$ cat config.mk
export PLATFORM = sky130hd
export DESIGN_NAME = rqs_qmem
export DESIGN_NICKNAME = d
export VERILOG_FILES = /design/src/rtl/core/rqs_qmem.sv
export SDC_FILE = /design/constraint.sdc
export NUM_CORES = 2
export LEC_CHECK = 0
export ABC_CLOCK_PERIOD_IN_PS = 2300
export BUFFER_PORTS_ARGS = -buffer_cell sky130_fd_sc_hd__buf_4
export CAP_MARGIN = 30
export CORE_UTILIZATION = 43
export DETAILED_ROUTE_END_ITERATION = 10
export PLACE_DENSITY = 0.67
export SLEW_MARGIN = 20
export SYNTH_ARGS = -nofsm -noshare
export SYNTH_HDL_FRONTEND = slang
export SYNTH_SLANG_ARGS = --single-unit
$ cat constraint.sdc
create_clock -name clock -period 2.3 [get_ports clock]
set_input_delay 0.46 -clock clock [delete_from_list [all_inputs] [get_ports clock]]
set_output_delay 0.46 -clock clock [all_outputs]
set_load 0.01 [all_outputs]
$ cat src/rtl/core/rqs_qmem.sv
module rqs_qmem #(
   parameter int DEPTH = 280,
   parameter int AW    = 9,
   parameter int DW    = 4
) (
   input  logic          clock,
   input  logic [AW-1:0] rd_addr,
   input  logic [AW-1:0] wr_addr,
   input  logic          head_we,
   input  logic [DW-1:0] head_wd,
   input  logic          tail_we,
   input  logic [DW-1:0] tail_wd,
   output logic [DW-1:0] head_rd,
   output logic [DW-1:0] tail_rd
);

   // Head and tail of every priority FIFO of both arrays.
   logic [DW-1:0] head_mem [DEPTH];
   logic [DW-1:0] tail_mem [DEPTH];

   always_ff @(posedge clock) begin
      if (head_we) begin
         head_mem[wr_addr] <= head_wd;
      end
      if (tail_we) begin
         tail_mem[wr_addr] <= tail_wd;
      end
      head_rd <= head_mem[rd_addr];
      tail_rd <= tail_mem[rd_addr];
   end

endmodule

== Yosys cells after proc, flatten, opt, wreduce, memory -nomap -nowiden ==
Memories as Yosys holds them, arrays and structs flattened. A register that Yosys moved wholly into a read port is not among the register bits.
Cells that the tools add are included.
Widths: inputs -> output; s select.
Word-level totals
  flip-flop bits (word level): 0
  word-level logic and storage cells: 6
  bits in writable memories: 2240
  memories kept: 2
Memories
  head_mem: words 280, bits a word 4, rd ports 1, clocked after Yosys merged registers in 1, write ports 1, RTL line 18  | logic [DW-1:0] head_mem [DEPTH];
  tail_mem: words 280, bits a word 4, rd ports 1, clocked after Yosys merged registers in 1, write ports 1, RTL line 19  | logic [DW-1:0] tail_mem [DEPTH];
Cells by class
  mux-type cells: 4
Operators with widths (count)
  $mux 1: 4

== Logic depth before layout (Yosys ltp) ==
  word-level depth: 2
  mapped depth: 12

== Least setup slack after synthesis ==
Ideal clock, no wire load.
  path type: input port to flip-flop
  start: input port rd_addr[1]
  end: register head_rd[0], read port of head_mem
  arrival time: 2.199 ns
  cell stages on the path: 9
  data required time: 2.165 ns
  slack: -0.034 ns
  setup time: 0.135 ns
  path through: buf_4 buf_2 buf_4 clkbuf_1 mux4_2 a22oi_1 a41oi_1 nor4_1 a32oi_1
RTL lines
  from (decl): RTL line 7  | input logic [AW-1:0] rd_addr,
  to (decl): RTL line 13  | output logic [DW-1:0] head_rd,

==> metrics.md <==
| Metric | Value |
|---|---|
| Hpwl dp | 139000 um |
| CP Class | register to register |
| Iter 0 DRT Violations | 5137 |
| Area added between synthesis and finish | 15.8% |
| Status | completed |
| Final Util | 0.500 |
| Total of warnings raised by yosys | 0 |
| Worst Clk Skew | 0.0314 ns |
| Filler cells | 16113 |
| Final Cycle Share | 0.977 |
| CP arrival | 2.98 ns |
| Post-DRT Antenna Nets | 0 |
| Global route overflow | 0 |
| Wire length per cell | 27.1 um |
| Post-Syn Area | 0.0883 mm^2 |
| Worst slew pin tran | 0.816 ns |
| Die area | 0.207 mm^2 |
| Leading cell type in the layout, fill and taps excluded | edfxtp_1 |
| I/O Pins | 37 |
| Gp weighted congestion | 0.861 |
| FP Rows | 166 |
| Design Area, Final | 0.102 mm^2 |
| Mean Syn Cell Area | 19.6 um^2 |
| Worst-case clock buffer depth | 3 |
| Hold Path Class | input pin to register |
| Max VDD drop | 0.695 mV |
| Post-synth cell types | 45 |
| #FFs+latches synth | 2248 |
| Hold Violations, Final | 0 |
| Power Density | 830 mW/mm^2 |
| Die H | 455 um |
| CP endpoint kind | register |
| Crit path time final | 2.25 ns |
| GRT Util Overall | 0.204 |
| First-pass GRT wire length | 312000 um |
| Synthesized Nets | 4543 |
| R2R Setup Slk | 0.05 ns |
| Crit path from | tail_mem[7][1] |
| Post-synthesis instance total | 4514 |
| Seq/Total Area, Yosys | 0.763 |
| Buffers on Ports | 36 |
| Antenna violations before repair | 12 |
| Root Driver | clkbuf_16 |
| R2R depth | 6 |
| Worst slew margin | 0.452 |
| Core Area | 0.204 mm^2 |
| Startpoint types | register |
| Total number of vias | 45447 |
| Max-slew violations | 0 |
| Layout Nets | 4932 |
| Die X | 455 um |
| DRC errors left | 0 |
| Final setup fails | 0 |
| Drt total wl | 210000 um |
| Skew-Pair Late Insertion Delay | 0.85 ns |
| CP max FO | 1 |
| Area after DPL | 0.0951 mm^2 |
| RR Endpoint | tail_rd[1] |
| First-pass DRT Iterations | 6 |
| Leakage | 32.1 nW |
| Share of layout cells above drive strength 1 | 0.276 |
| Vias per cell | 5.85 |
| Sink Count | 2248 |
| Largest net degree at the start of global routing | 105 |
| CP required | 3.03 ns |
| Crit path to | tail_rd[1] |
| H-tree depth | 4 |
| RSZ-0062 raised after global routing | no |
| TNS Setup | 0 ns |
| Hold Path Origin | head_wd[1] |
| F_max | 445 MHz |
| Initial Util | 0.432 |
| Clock transition at path regs | 0.06 ns |
| RR Startpoint | tail_mem[7][1] |
| CTS Buf Count | 213 |
| Most frequent cells in the layout | 2240 x edfxtp_1, 618 x nor2_1, 504 x mux4_2 |
| Post-CTS Setup Inserts | 0 |
| Vias in the first global route | 46459 |
| TritonCTS clock tree | yes |
| Max-Cap Viols | 0 |
cell type report:
class,instances,area (um^2),area share
well taps,2688,3360,0.0329
repair buffers,481,5040,0.0492
multi-input cells,1957,19400,0.190
flip-flops and latches,2248,67400,0.659
clock inverters,133,1370,0.0134
clock buffers,261,5640,0.0551
inverters,2,7.51,0.0000734
diodes,5,12.5,0.000122
registers in the layout (all words and copies together) (netlist names):
register  flops
head_mem   1120
head_rd       4
tail_mem   1120
tail_rd       4
timing repair:
| action | CTS | global route |
|---|---|---|
| pin swaps | 2 | 2 |
| gates resized for setup | 13 | 24 |
| endpoints found under the setup margin | 6 | 7 |
| endpoints found under the hold margin | 7 | 0 |
| cloned | 0 | 0 |
| hold buffers | 1 | 0 |
power breakdown:
part           switching (mW)  leakage (nW)  internal (mW)
combinational            2.60          8.50           1.77
sequential             0.0520          20.2           45.1
clock                    15.1          3.43           20.3
total                    17.7          32.1           67.2
cells by family after synthesis:
kind of cell           count (synthesis)  synth area share
AO/OA/AOI/OAI                        392            0.0308
buffers and inverters                309            0.0190
flip-flops                          2248             0.763
multiplexers                         642             0.145
AND/OR/NAND/NOR                      923            0.0420
worst min-delay path by stage:
stage | end | slack [ns] | cells after the start
6_report | head_mem[215][1] | 0.04 | 1
5_1_grt | head_mem[215][1] | 0.03 | 1
4_1_cts | head_mem[211][1] | 0.0008 | 1
3_5_place_dp | head_rd[2] | 0.88 | 2
3_3_place_gp | head_rd[3] | 0.87 | 2
2_1_floorplan | head_mem[0][0] | 0.56 | 0
cells in the mapped netlist (all sizes together):
| library cell | instances | area (um^2) |
|---|---|---|
| a21oi | 56 | 280 |
| clkbuf | 157 | 589 |
| nand3b | 1 | 7.51 |
| or3 | 1 | 6.26 |
| a21boi | 1 | 7.51 |
| a22oi | 144 | 1080 |
| dfxtp | 8 | 160 |
| inv | 2 | 7.50 |
| nor2 | 619 | 2320 |
| nor3 | 51 | 255 |
| mux2i | 74 | 741 |
| a31o | 8 | 70.1 |
| nor3b | 7 | 57.6 |
| a211oi | 32 | 245 |
| a21o | 7 | 52.6 |
| a41oi | 8 | 70.1 |
| mux4 | 504 | 11400 |
| edfxtp | 2240 | 67300 |
| mux2 | 64 | 721 |
| nor2b | 12 | 75.1 |
| nand2 | 179 | 674 |
| buf | 150 | 1080 |
| o22ai | 64 | 400 |
| a32oi | 8 | 70.1 |
| o31ai | 33 | 248 |
| o21ai | 23 | 115 |
| and3 | 4 | 25.0 |
| and3b | 6 | 52.6 |
| nand3 | 28 | 140 |
| a41o | 8 | 80.1 |
| nor4 | 8 | 50.1 |
| nand2b | 2 | 12.5 |
| or2 | 2 | 12.5 |
| and2 | 3 | 18.8 |
layer usage:
metal  routed length [um]  track usage  up-vias
met2               101000        0.327     2011
met4                 6890       0.0716        4
met1                84800        0.285    23919
met3                17300       0.0335      355
met5                   21            0        -
li1                     -            -    19158
worst max-delay path: stages (launching register included):
cell and delay (ns):
edfxtp_1 0.37, mux4_2 0.49, a22oi_1 0.28, nand2_1 0.15
o31ai_1 0.39, a41o_2 0.36, a32oi_1 0.11
stage by stage:
stage                     hold slack (ns)  instances  worst slack, ns  power, mW
after detailed placement            0.875       7375            -1.05       50.4
final                              0.0423       7775           0.0519       84.9
after CTS                        0.000849       7770          -0.0649       85.3
after floorplan                     0.559       4514           0.0101       48.2
after global placement              0.873       7373            -1.14       50.3
after global routing               0.0270       7773        0.0000933       87.0
No activity file was read; power rests on OpenSTA's default activity.
