$ cat src/rtl/core/rqs_pkg.sv
package rqs_pkg;

   // Command codes carried in the cmd field of a request beat.
   localparam logic [2:0] CMD_NEW_TASK = 3'd0;
   localparam logic [2:0] CMD_WAKE     = 3'd1;
   localparam logic [2:0] CMD_TICK     = 3'd2;
   localparam logic [2:0] CMD_SCHEDULE = 3'd3;
   localparam logic [2:0] CMD_YIELD    = 3'd4;

   // Register indexes on the configuration port.
   localparam logic [1:0] REG_BASE_SLICE   = 2'd0;
   localparam logic [1:0] REG_MIN_SLICE    = 2'd1;
   localparam logic [1:0] REG_MAX_SLICE    = 2'd2;
   localparam logic [1:0] REG_DEFAULT_PRIO = 2'd3;

   // Bit positions inside the per-task flag word.
   localparam int FL_QUEUED  = 0;
   localparam int FL_ARRAY   = 1;
   localparam int FL_RUN     = 2;
   localparam int FL_RESCHED = 3;

   typedef struct packed {
      logic [2:0] cmd;
      logic [3:0] task_id;
      logic [7:0] priority_req;
      logic       current_blocks;
   } req_type;

   typedef struct packed {
      logic [3:0]  running_task;
      logic        running_idle;
      logic        switched;
      logic        resched_pending;
      logic        woke;
      logic [15:0] slice_left;
   } rsp_type;

   typedef struct packed {
      logic [15:0] base_slice;
      logic [15:0] min_slice;
      logic [15:0] max_slice;
      logic [7:0]  default_priority;
   } cfg_type;

endpackage

$ cat src/rtl/core/rqs_csr.sv
module rqs_csr (
   input  logic            clock,
   input  logic            reset,
   input  logic            psel,
   input  logic            penable,
   input  logic            pwrite,
   input  logic [3:0]      paddr,
   input  logic [31:0]     pwdata,
   output logic [31:0]     prdata,
   output logic            pready,
   output rqs_pkg::cfg_type cfg
);
   import rqs_pkg::*;

   cfg_type cfg_ff;
   cfg_type cfg_in;
   logic    wr_en;

   assign wr_en  = psel && penable && pwrite;
   assign pready = 1'b1;
   assign cfg    = cfg_ff;

   always_comb begin
      cfg_in = cfg_ff;
      if (wr_en) begin
         case (paddr[3:2])
            REG_BASE_SLICE:   cfg_in.base_slice       = pwdata[15:0];
            REG_MIN_SLICE:    cfg_in.min_slice        = pwdata[15:0];
            REG_MAX_SLICE:    cfg_in.max_slice        = pwdata[15:0];
            REG_DEFAULT_PRIO: cfg_in.default_priority = pwdata[7:0];
            default:          cfg_in = cfg_ff;
         endcase
      end
   end

   always_comb begin
      case (paddr[3:2])
         REG_BASE_SLICE:   prdata = {16'd0, cfg_ff.base_slice};
         REG_MIN_SLICE:    prdata = {16'd0, cfg_ff.min_slice};
         REG_MAX_SLICE:    prdata = {16'd0, cfg_ff.max_slice};
         REG_DEFAULT_PRIO: prdata = {24'd0, cfg_ff.default_priority};
         default:          prdata = 32'd0;
      endcase
   end

   always_ff @(posedge clock) begin
      if (reset) begin
         cfg_ff.base_slice       <= 16'd100;
         cfg_ff.min_slice        <= 16'd5;
         cfg_ff.max_slice        <= 16'd200;
         cfg_ff.default_priority <= 8'd120;
      end else begin
         cfg_ff <= cfg_in;
      end
   end

endmodule

$ cat config.mk
export PLATFORM = sky130hd
export DESIGN_NAME = rqs_csr
export DESIGN_NICKNAME = d
export VERILOG_FILES = /design/src/rtl/core/rqs_pkg.sv /design/src/rtl/core/rqs_csr.sv
export SDC_FILE = /design/constraint.sdc
export NUM_CORES = 1
export LEC_CHECK = 0
export ABC_AREA = 0
export BUFFER_PORTS_ARGS = -buffer_cell sky130_fd_sc_hd__buf_2
export CELL_PAD_IN_SITES_DETAIL_PLACEMENT = 2
export CELL_PAD_IN_SITES_GLOBAL_PLACEMENT = 2
export CORE_MARGIN = 3
export CORE_UTILIZATION = 27
export CTS_BUF_LIST = sky130_fd_sc_hd__clkbuf_16
export CTS_CLUSTER_DIAMETER = 80
export DETAILED_ROUTE_END_ITERATION = 16
export HOLD_SLACK_MARGIN = 0.1
export PLACE_DENSITY = 0.88
export SLEW_MARGIN = 30
export SYNTH_ARGS = -nofsm -noshare
export SYNTH_HDL_FRONTEND = slang
export SYNTH_SLANG_ARGS = --single-unit
$ cat constraint.sdc
create_clock -name clock -period 1.7 [get_ports clock]
set_clock_uncertainty 0.1 [all_clocks]
set_input_delay 0.34 -clock clock [delete_from_list [all_inputs] [get_ports clock]]
set_output_delay 0.34 -clock clock [all_outputs]
set_load 0.01 [all_outputs]
# Word-level counts from Yosys, hierarchy flattened
# Index checks and enable logic that the tools add are counted.
[op_classes]
muxes = 1
n_eq_ne = 3
n_reduce_logical = 7
[ops]
columns = ["operator", "n"]
rows = [
  ["case mux 32 bit (4 select lines)", 1],
  ["AND reduction 2 bit", 4],
  ["equality test 2 bit, second input constant", 2],
  ["equality test 2 x 1 -> 1 bit, second input constant", 1],
  ["logical AND 1 bit", 2],
  ["zero test 2 bit", 1],
]
[totals]
elab_cells = 15
reg_bits = 56
out_inout_bits = 89

# Logic depth before layout (Yosys ltp)
[logic_depth]
word_depth = 3
mapped_depth = 5
depth_no_buf = 3

# Worst setup path after synthesis
# Ideal clock, no wire load.
[synth_timing]
path_type = "in2out"
startpoint = "input port paddr[2]"
endpoint = "output port prdata[10]"
path_stages = 4
arrival_time_ns = 1.086
path_buffers = 2
slack_ns = 0.174
t_required_ns = 1.260
cell_sequence = "buf_4 > buf_4 > mux2i_1 > o21ai_0"
[synth_via]
elab_chain_cells = 2
word_cells_on_any_way = 5
[synth_rtl]
columns = ["element", "line_no", "rtl"]
rows = [
  ["start, declared", "rqs_csr.sv:7", "input logic [3:0] paddr,"],
  ["equality test 2 bit (tied with other cells)", "rqs_csr.sv:37", "case (paddr[3:2])"],
  ["case mux 32 bit (4 select lines) (*)", "rqs_csr.sv:37", ""],
  ["end, declared", "rqs_csr.sv:9", "output logic [31:0] prdata,"],
]
# Mark *: on every way between the ends. The rest lies on a longest branch, timed or not. The select of a mux whose other input is x is not followed.

# Worst setup path after layout
[layout_timing]
startpoint = "register cfg_ff, in the netlist cfg[30]"
endpoint = "output port prdata[6]"
[layout_via]
elab_chain_cells = 1
[layout_rtl]
columns = ["element", "line_no", "rtl"]
rows = [
  ["start, declared", "rqs_csr.sv:15", "cfg_type cfg_ff;"],
  ["start signal, assigned", "rqs_csr.sv:53", "cfg_ff <= cfg_in;"],
  ["case mux 32 bit (4 select lines)", "rqs_csr.sv:37", ""],
]
# No other way between the ends. The select of a mux whose other input is x is not followed.

==> flow_metrics.tcl <==
set metrics [dict create \
    ios 130 \
    cpMaxStageDelayCell "mux4_2" \
    overflow 0 \
    crit_type "flop to output port" \
    die_area_um2 11700 \
    initial_core_util_pct 28.2 \
    synth_ff_type "dfxtp_1" \
    yosysWarningCount 0 \
    required_ns 1.26 \
    drt_iter0_drc 84 \
    hold_class "primary input to flop" \
    fin_ws_ns 0.0261 \
    power_mw 2.66 \
    whs_ns 0.176 \
    crit_chain "mux4_2, buf_6" \
    syn_area_um2 2810 \
    drtAntennaViolNets 0 \
    drt-total-wl_mm 8.73 \
    syn_inst 269 \
    cap_violations 0 \
    synth-seq-area-share_pct 39.9 \
    clock-sinks 56 \
    drcViolationCount 0 \
    die_height_um 108 \
    cellPowerDensity_nw_per_um2 719 \
    synth_edf_count 0 \
    synth.area.top_cells "dfxtp_1, mux2i_1, nand2b_1" \
    ys_ff_latch 56 \
    clock_path_buffers 2 \
    fp-row-count 36 \
    crit_fanout 3 \
    rsz0062_at_grt "yes" \
    final_core_util_pct 37.1 \
    status "finished clean" \
    drv_slew 0 \
    cts_tree "yes" \
    htreeDepth 2 \
    worstPathArrival_ns 1.23 \
    leakagePower_nw 1.82 \
    avgViaCountPerCell 4.43 \
    cts-root-buf "clkbuf_16" \
    setup_violations 0 \
    fin_nets 415 \
    vias 2246 \
    final_common_cell "buf_2" \
    grt_usage_pct 14.6 \
    final.period_utilization_pct 98.5 \
    critPathTopFamily "multiplexers" \
    io_buffers 94 \
    numCtsBuffers 5 \
    drive_gt1_share_pct 42.5 \
    first_global_vias 2430 \
    largest_register_ffs 56 \
    clk_pin_slew_ns 0.07 \
    hold_violations 0 \
    coreArea_um2 9950 \
    startpoint_type "flop" \
    fp.dieW_um 108 \
    grt_first_pass_wirelength_mm 13.2 \
    async_reset_ff_share_pct 0 \
    ir_drop_mv 0.345 \
    yosys.area.top_type "dfxtp_1" \
    avgSynthCellArea_um2 10.4 \
    synth.distinct_cells 23 \
    hpwl_mm 6.33 \
    grt_max_degree 79 \
    finalCriticalPeriod_ns 1.67 \
    dp_slack_ns -0.102 \
    yosysTopAreaCellShare_pct 39.9 \
    layout_common_cells "buf_2, mux2i_1, nand2b_1, dfxtp_1" \
    antennaDiodeCount 0 \
    worstSkewPairLatency_ns 0.29 \
    max_stage_delay_ns 0.47 \
    antenna_found_initial 0 \
    fmax_mhz 597 \
    gp_congestion 0.719 \
    cp-end-kind "output port" \
    dr.pass1.iters 4 \
    synthToLayoutAreaGrowth_pct 31.6 \
    cp_num_buf_inv 1 \
    wire_per_inst_um 17.2 \
]
-- synth_stat cells (2+ instances only) --
library cell	instances
mux2i_1	63
nand2b_1	60
dfxtp_1	56
buf_4	21
nor2_1	17
mux4_2	8
nand2_1	8
o21ai_0	8
clkbuf_1	6
buf_6	5
buf_2	3
conb_1	2
nand3_2	2
-- logic make-up after synthesis --
| group | count (synthesis) | share of synthesized area [%] |
|---|---|---|
| and+or+nand+nor | 95 | 19.9 |
| muxes | 71 | 28.9 |
| DFF | 56 | 39.9 |
| buffers and inverters | 35 | 8.96 |
| AOI/OAI and AO/OA | 10 | 2.01 |
| other | 2 | 0.268 |
-- path summary, 6_finish.rpt --
| kind | start | to | slack [ns] | cells past startpoint |
|---|---|---|---|---|
| worst max-delay path | cfg[30] | prdata[6] | 0.03 | 2 |
| worst min-delay path | pwdata[7] | cfg[15] | 0.18 | 2 |
| worst max register to register | cfg[15] | cfg[15] | 0.78 | 2 |
| worst min register to register | cfg[31] | cfg[31] | 0.39 | 2 |
-- power breakdown --
part	leakage [nW]	total [mW]	switching, mW	internal, mW
sequential	0.454	1.34	0.0145	1.33
combinational	1.29	0.323	0.166	0.156
clock	0.0709	0.990	0.459	0.532
-- layout make-up --
class / instances / area, um^2
Clock buffer: 5 / 125
Clock inverter: 2 / 8.76
Fill cell: 1082 / 6260
Multi-Input combinational cell: 193 / 1500
Sequential cell: 56 / 1150
Tap cell: 133 / 166
Timing Repair Buffer: 118 / 751
-- worst register-to-register path, stage by stage (launching register included) --
cell      delay [ns]
dfxtp_2         0.33
a21boi_0        0.12
a211o_1         0.27
-- timing repair --
item	4_1_cts	5_1_grt
resized for setup	4	26
setup endpoints to repair	16	16
pin swaps	0	0
buffers inserted	0	7
hold buffers	0	0
-- metal layers --
| metal | global-route usage [%] | vias to the layer above | wire length, um |
|---|---|---|---|
| li1 | - | 1074 | - |
| met1 | 17.0 | 1104 | 3550 |
| met2 | 27.4 | 64 | 4760 |
| met3 | 3.70 | 4 | 386 |
| met4 | 2.16 | 0 | 34 |
| met5 | 0 | - | 0 |
-- through the flow --
stage                     instances  area, um^2  setup TNS [ns]
after floorplan                 284        2860               0
after global placement          493        3430          -0.958
after detailed placement        493        3430           -1.43
after CTS                       500        3580               0
after global routing            507        3690         -0.0682
final                           507        3690               0
(Power assumes the default switching activity.)
